===== config.mk =====
export PLATFORM = sky130hd
export DESIGN_NAME = bti_ram
export DESIGN_NICKNAME = d
export VERILOG_FILES = /design/src/hdl/bilinear_table_interpolation_defines.svh /design/src/hdl/bti_ram.sv
export SDC_FILE = /design/constraint.sdc
export NUM_CORES = 1
export LEC_CHECK = 0
export BUFFER_PORTS_ARGS = -buffer_cell sky130_fd_sc_hd__clkbuf_2
export CAP_MARGIN = 20
export CORE_MARGIN = 3
export CORE_UTILIZATION = 40
export CTS_CLUSTER_DIAMETER = 50
export DETAILED_ROUTE_END_ITERATION = 8
export PLACE_DENSITY = 0.55
export SLEW_MARGIN = 15
export SYNTH_ARGS = -nofsm -noshare
export SYNTH_HDL_FRONTEND = slang
export SYNTH_SLANG_ARGS = --single-unit

===== constraint.sdc =====
create_clock -name aclk -period 2.84 [get_ports aclk]
set_input_delay 0.426 -clock aclk [delete_from_list [all_inputs] [get_ports aclk]]
set_output_delay 0.426 -clock aclk [all_outputs]
set_load 0.01 [all_outputs]

===== src/hdl/bilinear_table_interpolation_defines.svh =====
// ----------------------------------------------------------------------------
// Bilinear table interpolation assertion macros
// Shared concurrent assertion forms for the interpolation block.
// ----------------------------------------------------------------------------
`ifndef BILINEAR_TABLE_INTERPOLATION_DEFINES_SVH
`define BILINEAR_TABLE_INTERPOLATION_DEFINES_SVH

// Same-cycle implication, disabled while reset is asserted.
`define BTI_ASSERT_IMPL(label, clk, rstn, ante, cons) \
    label: assert property (@(posedge clk) disable iff (!(rstn)) (ante) |-> (cons)) \
        else $error("bilinear_table_interpolation: assertion failed");

// Next-cycle implication, disabled while reset is asserted.
`define BTI_ASSERT_NEXT(label, clk, rstn, ante, cons) \
    label: assert property (@(posedge clk) disable iff (!(rstn)) (ante) |=> (cons)) \
        else $error("bilinear_table_interpolation: assertion failed");

`endif


===== src/hdl/bti_ram.sv =====
// ----------------------------------------------------------------------------
// Generic RAM
// One write port and one read port with a registered read.
// ----------------------------------------------------------------------------
module bti_ram #(
    parameter int WIDTH = 16,
    parameter int DEPTH = 16
) (
    input  logic                     aclk,
    input  logic                     we,
    input  logic [$clog2(DEPTH)-1:0] waddr,
    input  logic [WIDTH-1:0]         wdata,
    input  logic [$clog2(DEPTH)-1:0] raddr,
    output logic [WIDTH-1:0]         rdata
);

    logic [WIDTH-1:0] mem [DEPTH];

    always_ff @(posedge aclk) begin
        if (we) begin
            mem[waddr] <= wdata;
        end
        rdata <= mem[raddr];
    end

endmodule


-- Word level (Yosys, flattened, before mapping)
Memory sizes are Yosys's and may differ from the RTL's. A register that Yosys moved wholly into a read port is not among the register bits.
Index checks and enable logic that the tools add are counted.
- register bits: 0
- RAM bits: 256
- input port bits: 26
- output and inout bits: 16
- word-level logic and storage cells: 3
- memories kept: 1
- mux-type cells: 2
- memories (name ; depth ; width ; rd ports ; clocked after memory_dff ; write ports ; RTL line ; text):
    mem ; 16 ; 16 ; 1 ; 1 ; 1 ; bti_ram.sv:17 ; logic [WIDTH-1:0] mem [DEPTH];
- operators by type and width (kind ; number):
    1-bit two-way mux ; 2

-- Longest topological paths before layout
Gate-level depths: netlist of the first run.
- depth in word-level cells: 2
- mapped depth: 5

-- Worst setup path before layout of the first run
No wires, ideal clock.
- path kind: in2reg
- from: input waddr[2]
- to: memory mem[0][0] (enable)
- library setup time: 0.409 ns
- arrival: 2.072 ns
- data required time: 2.431 ns
- setup slack: 0.359 ns
- stages: 2
- buffers on the path: 0
- cells stage by stage: or3b_2 nor3_1
- RTL lines (item ; RTL line ; text):
    start, declared ; bti_ram.sv:11 ; input logic [$clog2(DEPTH)-1:0] waddr,
    end, declared ; bti_ram.sv:17 ;
No word-level cell before the write port.

-- Worst setup path in the final report of the first run
- from: input waddr[2]
- to: memory mem[3][7] (enable)
No word-level cell before the write port.

==> metrics.yaml, run 1 <==
netlist_area_mm2: 0.01004
clock_skew_ns: 0.009792
yosysTopAreaCellShare: 0.7654
core_area_mm2: 0.02446
h-tree-depth: 1
finalWeightedCongestion: 0.6928
synth_edf_count: 256
layout.nets: 538
post_cts_resized: 0
drc: 0
yosys.area_share.simple: 0.01919
clk_latency_ns: 0.53
setup_slack_ns: 1.210
postCtsSetupBuffers: 0
fmax_mhz: 613.6
synth-async-reset-ratio: 0
multi_input_area_mm2: 0.001967
num_io_pins: 42
grt-ovfl-total: 0
maxSlewHeadroom: 0.2574
diodes: 0
cts_tree: "done"
max_stage_delay_ns: 0.56
synth.avg_cell_area_um2: 23.25
via_count: 4525
synth_top_family_by_area: "multiplexers"
powerDensity_mw_per_mm2: 740.9
ys_warn_count: 0
seq_area_mm2: 0.008008
ys_seq_area_frac: 0.7973
die_y_um: 164.5
cap_violations: 0
die_area_mm2: 0.02705
setup_viol: 0
cp.arrival_ns: 1.85
path_max_fanout: 9
crit_chain: "clkbuf_2 -> or3b_2 -> nor2_2 -> buf_4"
drt_iter0_drc: 387
port_buffers: 41
nFillCells: 1970
utilization: 0.4845
critPathKind: "input pin to flop"
area_delta_synth_final_pct: 18.01
wirelength_um: 20300
finalCriticalPeriod_ns: 1.630
rsz0062_at_grt: "no"
viasPerCell: 5.274
setup.worst_path.end_class: "flop"
clockRootBuffer: "clkbuf_16"
grt_usage: 0.1561
synth_fa_ha_area_frac: 0
layout-drive-gt1-share: 0.3427
synth_compound_area_frac: 0.02392
antenna_found_initial: 0
mappedNetlistNets: 458
final-hold-violation-count: 0
vdd_drop_max_uv: 470.5
drv_slew: 0
cts.hold.buffers_added: 0
final_cells: 858
cts.sinks: 272
die_w_um: 164.5
wl_per_cell_um: 23.66
dp_cells: 804
ys_seq_elements: 272
synth_xor_area_frac: 0
status: "complete, no violations"
dp_slack_ns: 0.6365
cp_slowest_cell: "or3b_2"
p_leak_nw: 3.890
ys_types: 19
cts_max_path_buffers: 3
cp-start-kind: "input pin"
yosys-mux-area-fraction: 0.1473
initial_utilization: 0.4106
tightest_slew_ns: 1.109
yosys.area.top_type: "edfxtp_1"
synth_ff_type: "edfxtp_1"
required_ns: 3.06
synth_cells: 432
yosys-top-cells-count: "256 x edfxtp_1, 54 x mux4_2, 32 x a22oi_1"
num_rows: 57
ant_nets: 0
grt_pass1_wl_um: 30770
total_power_w: 0.008781
finalSetupTns_ns: 0
yosysMostFrequentCell: "edfxtp_1"
grt_max_degree: 51
first_pass_iters: 4
cts_buffers: 30
synth.area.top_cells: "edfxtp_1 77%, mux4_2 12%, dfxtp_1 3.2%"
clkSlewWorstSetupHoldPaths_ns: 0.05
hold_path_class: "input pin to flop"
grt_pass1_vias: 4880
period_share: 0.5739
dpl.hpwl_um: 11940
-- flip-flops by register name, summed over array words and instances, names as in the netlist --
signal and count:
rdata 16, mem 256
-- final cells by class --
type                       instances  share of cell area
clock buffer                      40             0.06830
multi-input combinational        139              0.1659
sequential                       272              0.6756
timing repair buffer              69             0.03948
clock inverter                    14             0.01647
tap                              324             0.03420
-- worst paths after layout --
kind	startpoint	end	slack, ns	cells past startpoint
max	waddr[2]	mem[3][7]	1.21	4
min	wdata[12]	mem[13][12]	0.29	1
max reg2reg	mem[0][4]	rdata[4]	1.52	3
min reg2reg	mem[5][6]	rdata[6]	0.67	3
-- critical path, delay by kind of cell --
| kind | cells | cell delay, ns |
|---|---|---|
| simple gates | 2 | 1.00 |
| buf+inv | 2 | 0.42 |
-- metal layers --
layer | vias up | GRT usage | share of wire
li1 | 2006 | - | -
met1 | 2357 | 0.2064 | 0.41
met2 | 137 | 0.2721 | 0.52
met3 | 25 | 0.02533 | 0.059
met4 | 0 | 0.04003 | 0.019
met5 | - | 0 | 0
-- cell families after synthesis --
family | Yosys count
compound gates | 32
simple gates | 43
flops | 272
mux | 64
buf+inv | 21
-- metrics by stage --
step	cell area (um2)	hold WS, ns
2_1_floorplan	10040	0.5249
3_3_place_gp	10850	0.6500
3_5_place_dp	10850	0.6671
4_1_cts	11850	0.2721
5_1_grt	11850	0.3056
6_report	11850	0.2866
-- cell usage in the layout (no fill, tap or decap), types with 5 or more instances in the layout --
cell,instances
a22oi_1,32
buf_4,25
bufinv_16,5
clkbuf_1,9
clkbuf_16,31
clkbuf_2,40
dfxtp_1,16
edfxtp_1,256
mux4_1,10
mux4_2,54
nand2_1,17
nor2_2,12
-- report_power, final --
| group | total, W | switching [W] | internal, W | leakage, nW |
|---|---|---|---|---|
| combinational | 0.000407 | 0.000234 | 0.000173 | 0.961 |
| sequential | 0.00452 | 0.0000277 | 0.00449 | 2.45 |
| clock | 0.00386 | 0.00142 | 0.00244 | 0.482 |
Power figures use the tool's default switching activity.
==> run 2, diff against run 1 <==
--- a/config.mk
+++ b/config.mk
@@ -5,6 +5,7 @@
 export SDC_FILE = /design/constraint.sdc
 export NUM_CORES = 1
 export LEC_CHECK = 0
+export ABC_AREA = 1
 export BUFFER_PORTS_ARGS = -buffer_cell sky130_fd_sc_hd__clkbuf_2
 export CAP_MARGIN = 20
 export CORE_MARGIN = 3
==> constraint.sdc (replaced) <==
create_clock -name aclk -period 1.62 [get_ports aclk]
set_input_delay 0.243 -clock aclk [delete_from_list [all_inputs] [get_ports aclk]]
set_output_delay 0.243 -clock aclk [all_outputs]
set_load 0.01 [all_outputs]
==> run 2 against run 1 <==
  * Clock power up 92%
  * Final area up 14%
  * Core utilization down 0.25 points
  * Cell count up 79%
  * Sequential share of layout area down 8.1 points
  * Routed wire length up 28%
  * Count of clock-buffer cells in the layout up 4
  * Combinational power up 150%
==> metrics.yaml, run 2 <==
tightest_slew_ns: 0.4526  # was 1.109 ns
cap_violations: 0  # unchanged
ys_seq_area_frac: 0.7036  # was 0.7973
regMostFlops: "mem"  # unchanged
clk_latency_ns: 0.50  # was 0.53 ns
dpl.hpwl_um: 15970  # was 11940 um
cp.arrival_ns: 1.06  # was 1.85 ns
layout.nets: 1164  # was 538
worstHoldStart: "raddr[3]"  # was wdata[12]
ys_types: 13  # was 19
final-hold-violation-count: 0  # unchanged
synth_compound_area_frac: 0  # was 0.02392
maxSlewHeadroom: 0.6983  # was 0.2574
vdd_drop_max_uv: 683.1  # was 470.5 uV
setup_viol: 0  # unchanged
ys_warn_count: 0  # unchanged
grt_pass1_wl_um: 41050  # was 30770 um
yosys.area.top_type: "edfxtp_1"  # unchanged
grt_pass1_vias: 7096  # was 4880
period_share: 0.8061
viasPerCell: 4.769  # was 5.274
cts.hold.buffers_added: 0  # unchanged
hold_path_class: "input pin to flop"  # unchanged
ys_seq_elements: 272  # unchanged
holdWs_ns: 0.2107  # was 0.2866 ns
grt-ovfl-total: 0  # unchanged
grt_max_degree: 59  # was 51
yosysTopAreaCellShare: 0.6755  # was 0.7654
cp_slowest_cell: "dfxtp_1"  # was or3b_2
postCtsSetupBuffers: 0  # unchanged
largest_reg_flops: 256  # unchanged
crit_start: "rdata[7]"  # was waddr[2]
p_leak_nw: 5.758  # was 3.890 nW
synth_fa_ha_area_frac: 0  # unchanged
post_cts_resized: 0  # unchanged
area_delta_synth_final_pct: 18.32  # was 18.01%
synth_ff_type: "edfxtp_1"  # unchanged
synth_xor_area_frac: 0  # unchanged
wirelength_um: 25960  # was 20300 um
powerDensity_mw_per_mm2: 1213  # was 740.9 mW/mm2
rsz0062_at_grt: "no"  # unchanged
initial_utilization: 0.4074  # was 0.4106
ant_nets: 0  # unchanged
total_power_w: 0.01633  # was 0.008781 W
synth_edf_count: 256  # unchanged
max_stage_delay_ns: 0.39  # was 0.56 ns
drv_slew: 0  # unchanged
finalCriticalPeriod_ns: 1.306
setup_slack_ns: 0.3142  # was 1.210 ns
h-tree-depth: 2  # was 1
cts.sinks: 272  # unchanged
die_area_mm2: 0.03051  # was 0.02705 mm2
grt_usage: 0.1723  # was 0.1561
crit_chain: "clkbuf_2"  # was clkbuf_2 -> or3b_2 -> nor2_2 -> buf_4
clkSlewWorstSetupHoldPaths_ns: 0.06  # was 0.05 ns
cts_max_path_buffers: 3  # unchanged
critPathKind: "flop to primary output"  # was input pin to flop
yosys-mux-area-fraction: 0  # was 0.1473
yosys-top-cells-count: "341 x nand2_1, 256 x edfxtp_1, 196 x inv_1"  # was 256 x edfxtp_1, 54 x mux4_2, 32 x a22oi_1
num_rows: 61  # was 57
first_pass_iters: 4  # unchanged
antenna_found_initial: 0  # unchanged
required_ns: 1.38  # was 3.06 ns
synth_cells: 1074  # was 432
cts_tree: "done"  # unchanged
wl_per_cell_um: 16.86  # was 23.66 um
diodes: 0  # unchanged
die_y_um: 174.7  # was 164.5 um
cp-start-kind: "flop"  # was input pin
netlist_area_mm2: 0.01138  # was 0.01004 mm2
yosys.area_share.simple: 0.2043  # was 0.01919
num_io_pins: 42  # unchanged
cp_num_buf_inv: 1  # was 2
timing.rr.start: "mem[5][3]"  # was mem[0][4]
synth_top_family_by_area: "simple AND/OR/NAND/NOR gates"  # was multiplexers
port_buffers: 41  # unchanged
clock_skew_ns: 0.01492  # was 0.009792 ns
synth.avg_cell_area_um2: 10.60  # was 23.25 um2
finalSetupTns_ns: 0  # unchanged
critPathTopFamily: "flip-flops"  # was simple AND/OR/NAND/NOR gates
core_area_mm2: 0.02793  # was 0.02446 mm2
mappedNetlistNets: 1100  # was 458
synth.area.top_cells: "edfxtp_1 68%, nand2_1 11%, nand3_1 8.5%"  # was edfxtp_1 77%, mux4_2 12%, dfxtp_1 3.2%
final_cells: 1540  # was 858
yosysMostFrequentCell: "nand2_1"  # was edfxtp_1
top_regs: "mem x256, rdata x16"  # unchanged
synth-async-reset-ratio: 0  # unchanged
cts_buffers: 34  # was 30
final_common_cell: "nand2_1"  # was edfxtp_1
layout-drive-gt1-share: 0.1256  # was 0.3427
finalWeightedCongestion: 0.7566  # was 0.6928
clockRootBuffer: "clkbuf_16"  # unchanged
dp_slack_ns: 0.1656  # was 0.6365 ns
setup.worst_path.end_class: "primary output"  # was flop
drc: 0  # unchanged
fmax_mhz: 765.8
status: "complete, no violations"  # unchanged
layout_common_cells: "341 x nand2_1, 256 x edfxtp_1, 196 x inv_1"  # was 256 x edfxtp_1, 54 x mux4_2, 40 x clkbuf_2
drt_iter0_drc: 514  # was 387
die_w_um: 174.7  # was 164.5 um
dp_cells: 1480  # was 804
via_count: 7345  # was 4525
path_max_fanout: 1  # was 9
run 2: cell types whose count changed in the layout (fill, tap and decap cells not counted), moves of 17 or more:
cell,delta
a22oi_1,-32
buf_12,+17
inv_1,+196
mux4_2,-54
nand2_1,+324
nand3_1,+192
run 2: area by class of cell:
| class | instances | area (um2) |
|---|---|---|
| Clock buffer | 44 | 962.2 |
| Sequential cell | 272 | 8008 |
| Timing Repair Buffer | 79 | 755.7 |
| Fill cell | 2598 | 14470 |
| Multi-Input combinational cell | 553 | 2365 |
| Clock inverter | 16 | 156.4 |
| Inverter | 198 | 745.7 |
| Tap cell | 378 | 473.0 |
run 2: cells by family (layout without fill, tap and decap cells):
group,Yosys count,after routing
simple gates,553,553
buf+inv,249,337
flops,272,272
run 2: final timing paths:
kind	slack, ns	depth (start not counted)	to
max	0.31	1	rdata[7]
min	0.21	4	rdata[0]
max reg2reg	0.55	6	rdata[3]
min reg2reg	0.67	6	rdata[13]
run 2: metrics by stage:
step | instance area (um2) | util
2_1_floorplan | 11380 | -
3_3_place_gp | 12350 | 0.4420
3_5_place_dp | 12350 | 0.4420
4_1_cts | 13470 | 0.4820
5_1_grt | 13470 | 0.4820
6_report | 13470 | 0.4820
run 2: power by group:
group / total [W] / internal [W] / switching, W
clock network: 0.00741 / 0.00466 / 0.00275
logic: 0.000999 / 0.000313 / 0.000685
registers: 0.00792 / 0.00787 / 0.0000463
total: 0.0163 / 0.0128 / 0.00349
run 2: per-layer routing:
layer / vias to the layer above / GRT usage / share of wire
met2: 195 / 0.2671 / 0.45
met3: 35 / 0.02847 / 0.056
met1: 3515 / 0.2543 / 0.47
li1: 3600 / - / -
met5: - / 0 / 0
met4: 0 / 0.04455 / 0.019
==> run 3, diff against run 2 <==
--- a/config.mk
+++ b/config.mk
@@ -12,7 +12,7 @@
 export CORE_UTILIZATION = 40
 export CTS_CLUSTER_DIAMETER = 50
 export DETAILED_ROUTE_END_ITERATION = 8
-export PLACE_DENSITY = 0.55
+export PLACE_DENSITY = 0.57
 export SLEW_MARGIN = 15
 export SYNTH_ARGS = -nofsm -noshare
 export SYNTH_HDL_FRONTEND = slang
==> constraint.sdc (replaced) <==
create_clock -name aclk -period 1.1 [get_ports aclk]
set_input_delay 0.165 -clock aclk [delete_from_list [all_inputs] [get_ports aclk]]
set_output_delay 0.165 -clock aclk [all_outputs]
set_load 0.01 [all_outputs]
==> run 3 against run 2 <==
  * The run now ends with negative setup slack left
  * Hold slack got worse by 0.18 ns
  * Non-clock buffer count increased by 13
  * Die area did not move
  * First-iteration DRC count grew 30%
  * Critical path depth stayed put
  * Sequential share of layout area is 0.47 points lower
  * Register-to-register slack got worse by 0.43 ns
  * Via count increased by 0.88%
  * Sequential cell count did not move
  * Cell count rose by 0.32%
  * Clock skew is 0.0042 ns higher
  * Routed wire length is 4.7% higher
  * Critical endpoint is now rdata[6]
  * Largest cell class unchanged
==> metrics.yaml, run 3 (synthesized netlist as in run 2, its figures left out) <==
status: "finished with violations"  # was complete, no violations
tightest_slew_ns: 0.3857  # was 0.4526 ns
p_leak_nw: 5.760  # was 5.758 nW
fmax_mhz: 848.5
route.met3.wl_um: 1490  # was 1449 um
final_common_cell: "nand2_1"  # unchanged
drc: 0  # unchanged
dpl.hpwl_um: 16010  # was 15970 um
grt_usage: 0.1771  # was 0.1723
layout_common_cells: "341 x nand2_1, 256 x edfxtp_1, 196 x inv_1"  # unchanged
dp_cells: 1493  # was 1480
max_stage_delay_ns: 0.36  # was 0.39 ns
grt-ovfl-total: 0  # unchanged
die_y_um: 174.7  # unchanged
critPathKind: "flop to primary output"  # unchanged
required_ns: 0.94  # was 1.38 ns
cellInternalPower_w: 0.01748  # was 0.01285 W
p_comb_frac: 0.071  # was 0.061
h-tree-depth: 1  # was 2
die_w_um: 174.7  # unchanged
clkSlewWorstSetupHoldPaths_ns: 0.06  # about the same
area_delta_synth_final_pct: 19.55  # was 18.32%
cap_violations: 0  # unchanged
wl_per_cell_um: 17.60  # was 16.86 um
critPathTopFamily: "flip-flops"  # unchanged
clockRootBuffer: "clkbuf_16"  # unchanged
violations: "negative setup slack"
setup.worst_path.end_class: "primary output"  # unchanged
cts_tree: "done"  # unchanged
cp-start-kind: "flop"  # unchanged
diodes: 0  # unchanged
die_area_mm2: 0.03051  # unchanged
grt_pass1_vias: 7063  # was 7096
hold_path_class: "input pin to flop"  # unchanged
p_switching_w: 0.004899  # was 0.003485 W
setup_slack_ns: -0.07855  # was 0.3142 ns
finalWeightedCongestion: 0.7658  # was 0.7566
final-hold-violation-count: 0  # unchanged
clock_skew_ns: 0.01910  # was 0.01492 ns
path_max_fanout: 1  # unchanged
maxUsedRoutingLayer: "met5"  # was met4
setup_viol: 16  # was 0
layout.nets: 1172  # was 1164
viasPerCell: 4.796  # was 4.769
port_buffers: 41  # unchanged
cp.arrival_ns: 1.01  # was 1.06 ns
via_count: 7410  # was 7345
vdd_drop_max_uv: 905.7  # was 683.1 uV
final_cells: 1545  # was 1540
wirelength_um: 27190  # was 25960 um
seq_area_mm2: 0.008026  # was 0.008008 mm2
cts_max_path_buffers: 3  # unchanged
initial_utilization: 0.4074  # unchanged
cts.sinks: 272  # unchanged
antenna_found_initial: 1  # was 0
rsz0062_at_grt: "yes"  # was no
grt_max_degree: 49  # was 59
regMostFlops: "mem"  # unchanged
top_regs: "mem x256, rdata x16"  # unchanged
drv_slew: 0  # unchanged
powerDensity_mw_per_mm2: 1645  # was 1213 mW/mm2
crit_chain: "buf_6"  # was clkbuf_2
nFillCells: 2564  # was 2598
core_area_mm2: 0.02793  # unchanged
drt_iter0_drc: 667  # was 514
pwr-share-seq: 0.522  # was 0.485
wl_met2_um: 12140  # was 11710 um
swShare: 0.2189  # was 0.2134
cp_num_buf_inv: 1  # unchanged
num_rows: 61  # unchanged
cp_slowest_cell: "dfxtp_2"  # was dfxtp_1
finalCriticalPeriod_ns: 1.179
cts.hold.buffers_added: 0  # unchanged
largest_reg_flops: 256  # unchanged
first_pass_iters: 7  # was 4
cts_buffers: 29  # was 34
clk_latency_ns: 0.54  # was 0.50 ns
layout-drive-gt1-share: 0.1397  # was 0.1256
wirelength_met1_um: 12950  # was 12310 um
maxSlewHeadroom: 0.7429  # was 0.6983
power_frac_clock: 0.407  # was 0.454
num_io_pins: 42  # unchanged
grt_pass1_wl_um: 41840  # was 41050 um
period_share: 1.071
multi_input_area_mm2: 0.002415  # was 0.002365 mm2
postCtsSetupBuffers: 0  # unchanged
utilization: 0.4871  # was 0.4820
ant_nets: 0  # unchanged
run 3: per-stage QoR:
stage / worst slack, ns / setup TNS (ns) / hold slack, ns / instance area, um2 / total power (W)
2_1_floorplan: -0.1661 / -35.78 / 0.2639 / 11470 / 0.01270
3_3_place_gp: -0.1524 / -33.54 / 0.5539 / 12620 / 0.01341
3_5_place_dp: -0.1650 / -35.22 / 0.5553 / 12620 / 0.01342
4_1_cts: -0.1222 / -1.274 / 0.01804 / 13520 / 0.02252
5_1_grt: -0.1126 / -1.195 / 0.05692 / 13610 / 0.02324
6_report: -0.07855 / -0.6035 / 0.03550 / 13610 / 0.02238
run 3: routing by layer:
metal / vias up / global-route usage
met5: - / 0
met4: 2 / 0.04156
met3: 45 / 0.02369
met2: 207 / 0.2746
met1: 3549 / 0.2670
li1: 3607 / -
run 3: layout make-up:
cell class                 count  share of cell area
timing repair buffer          92             0.07789
tap                          378             0.03476
multi-input combinational    553              0.1775
inverter                     198             0.05481
clock inverter                15            0.009564
sequential                   272              0.5899
clock buffer                  37             0.05555
run 3: power groups by stage:
stage	clock network (W)	logic (W)	registers, W
floorplan	0	0.000808	0.0119
global placement	0	0.00152	0.0119
detailed placement	0	0.00154	0.0119
CTS	0.00930	0.00154	0.0117
global route	0.00977	0.00176	0.0117
finish	0.00911	0.00158	0.0117
run 3: repair_timing:
action / 4_1_cts / 5_1_grt
cloned: 0 / 0
endpoints found under the setup margin: 16 / 16
gates resized for setup: 10 / 33
run 3: path summary, 6_finish.rpt:
check,startpoint,endpoint,slack (ns),depth (start not counted)
setup / recovery,rdata[6],rdata[6],-0.08,1
hold / removal,raddr[2],rdata[4],0.04,4
setup reg to reg,mem[14][3],rdata[3],0.12,6
hold reg to reg,mem[11][1],rdata[1],0.65,6
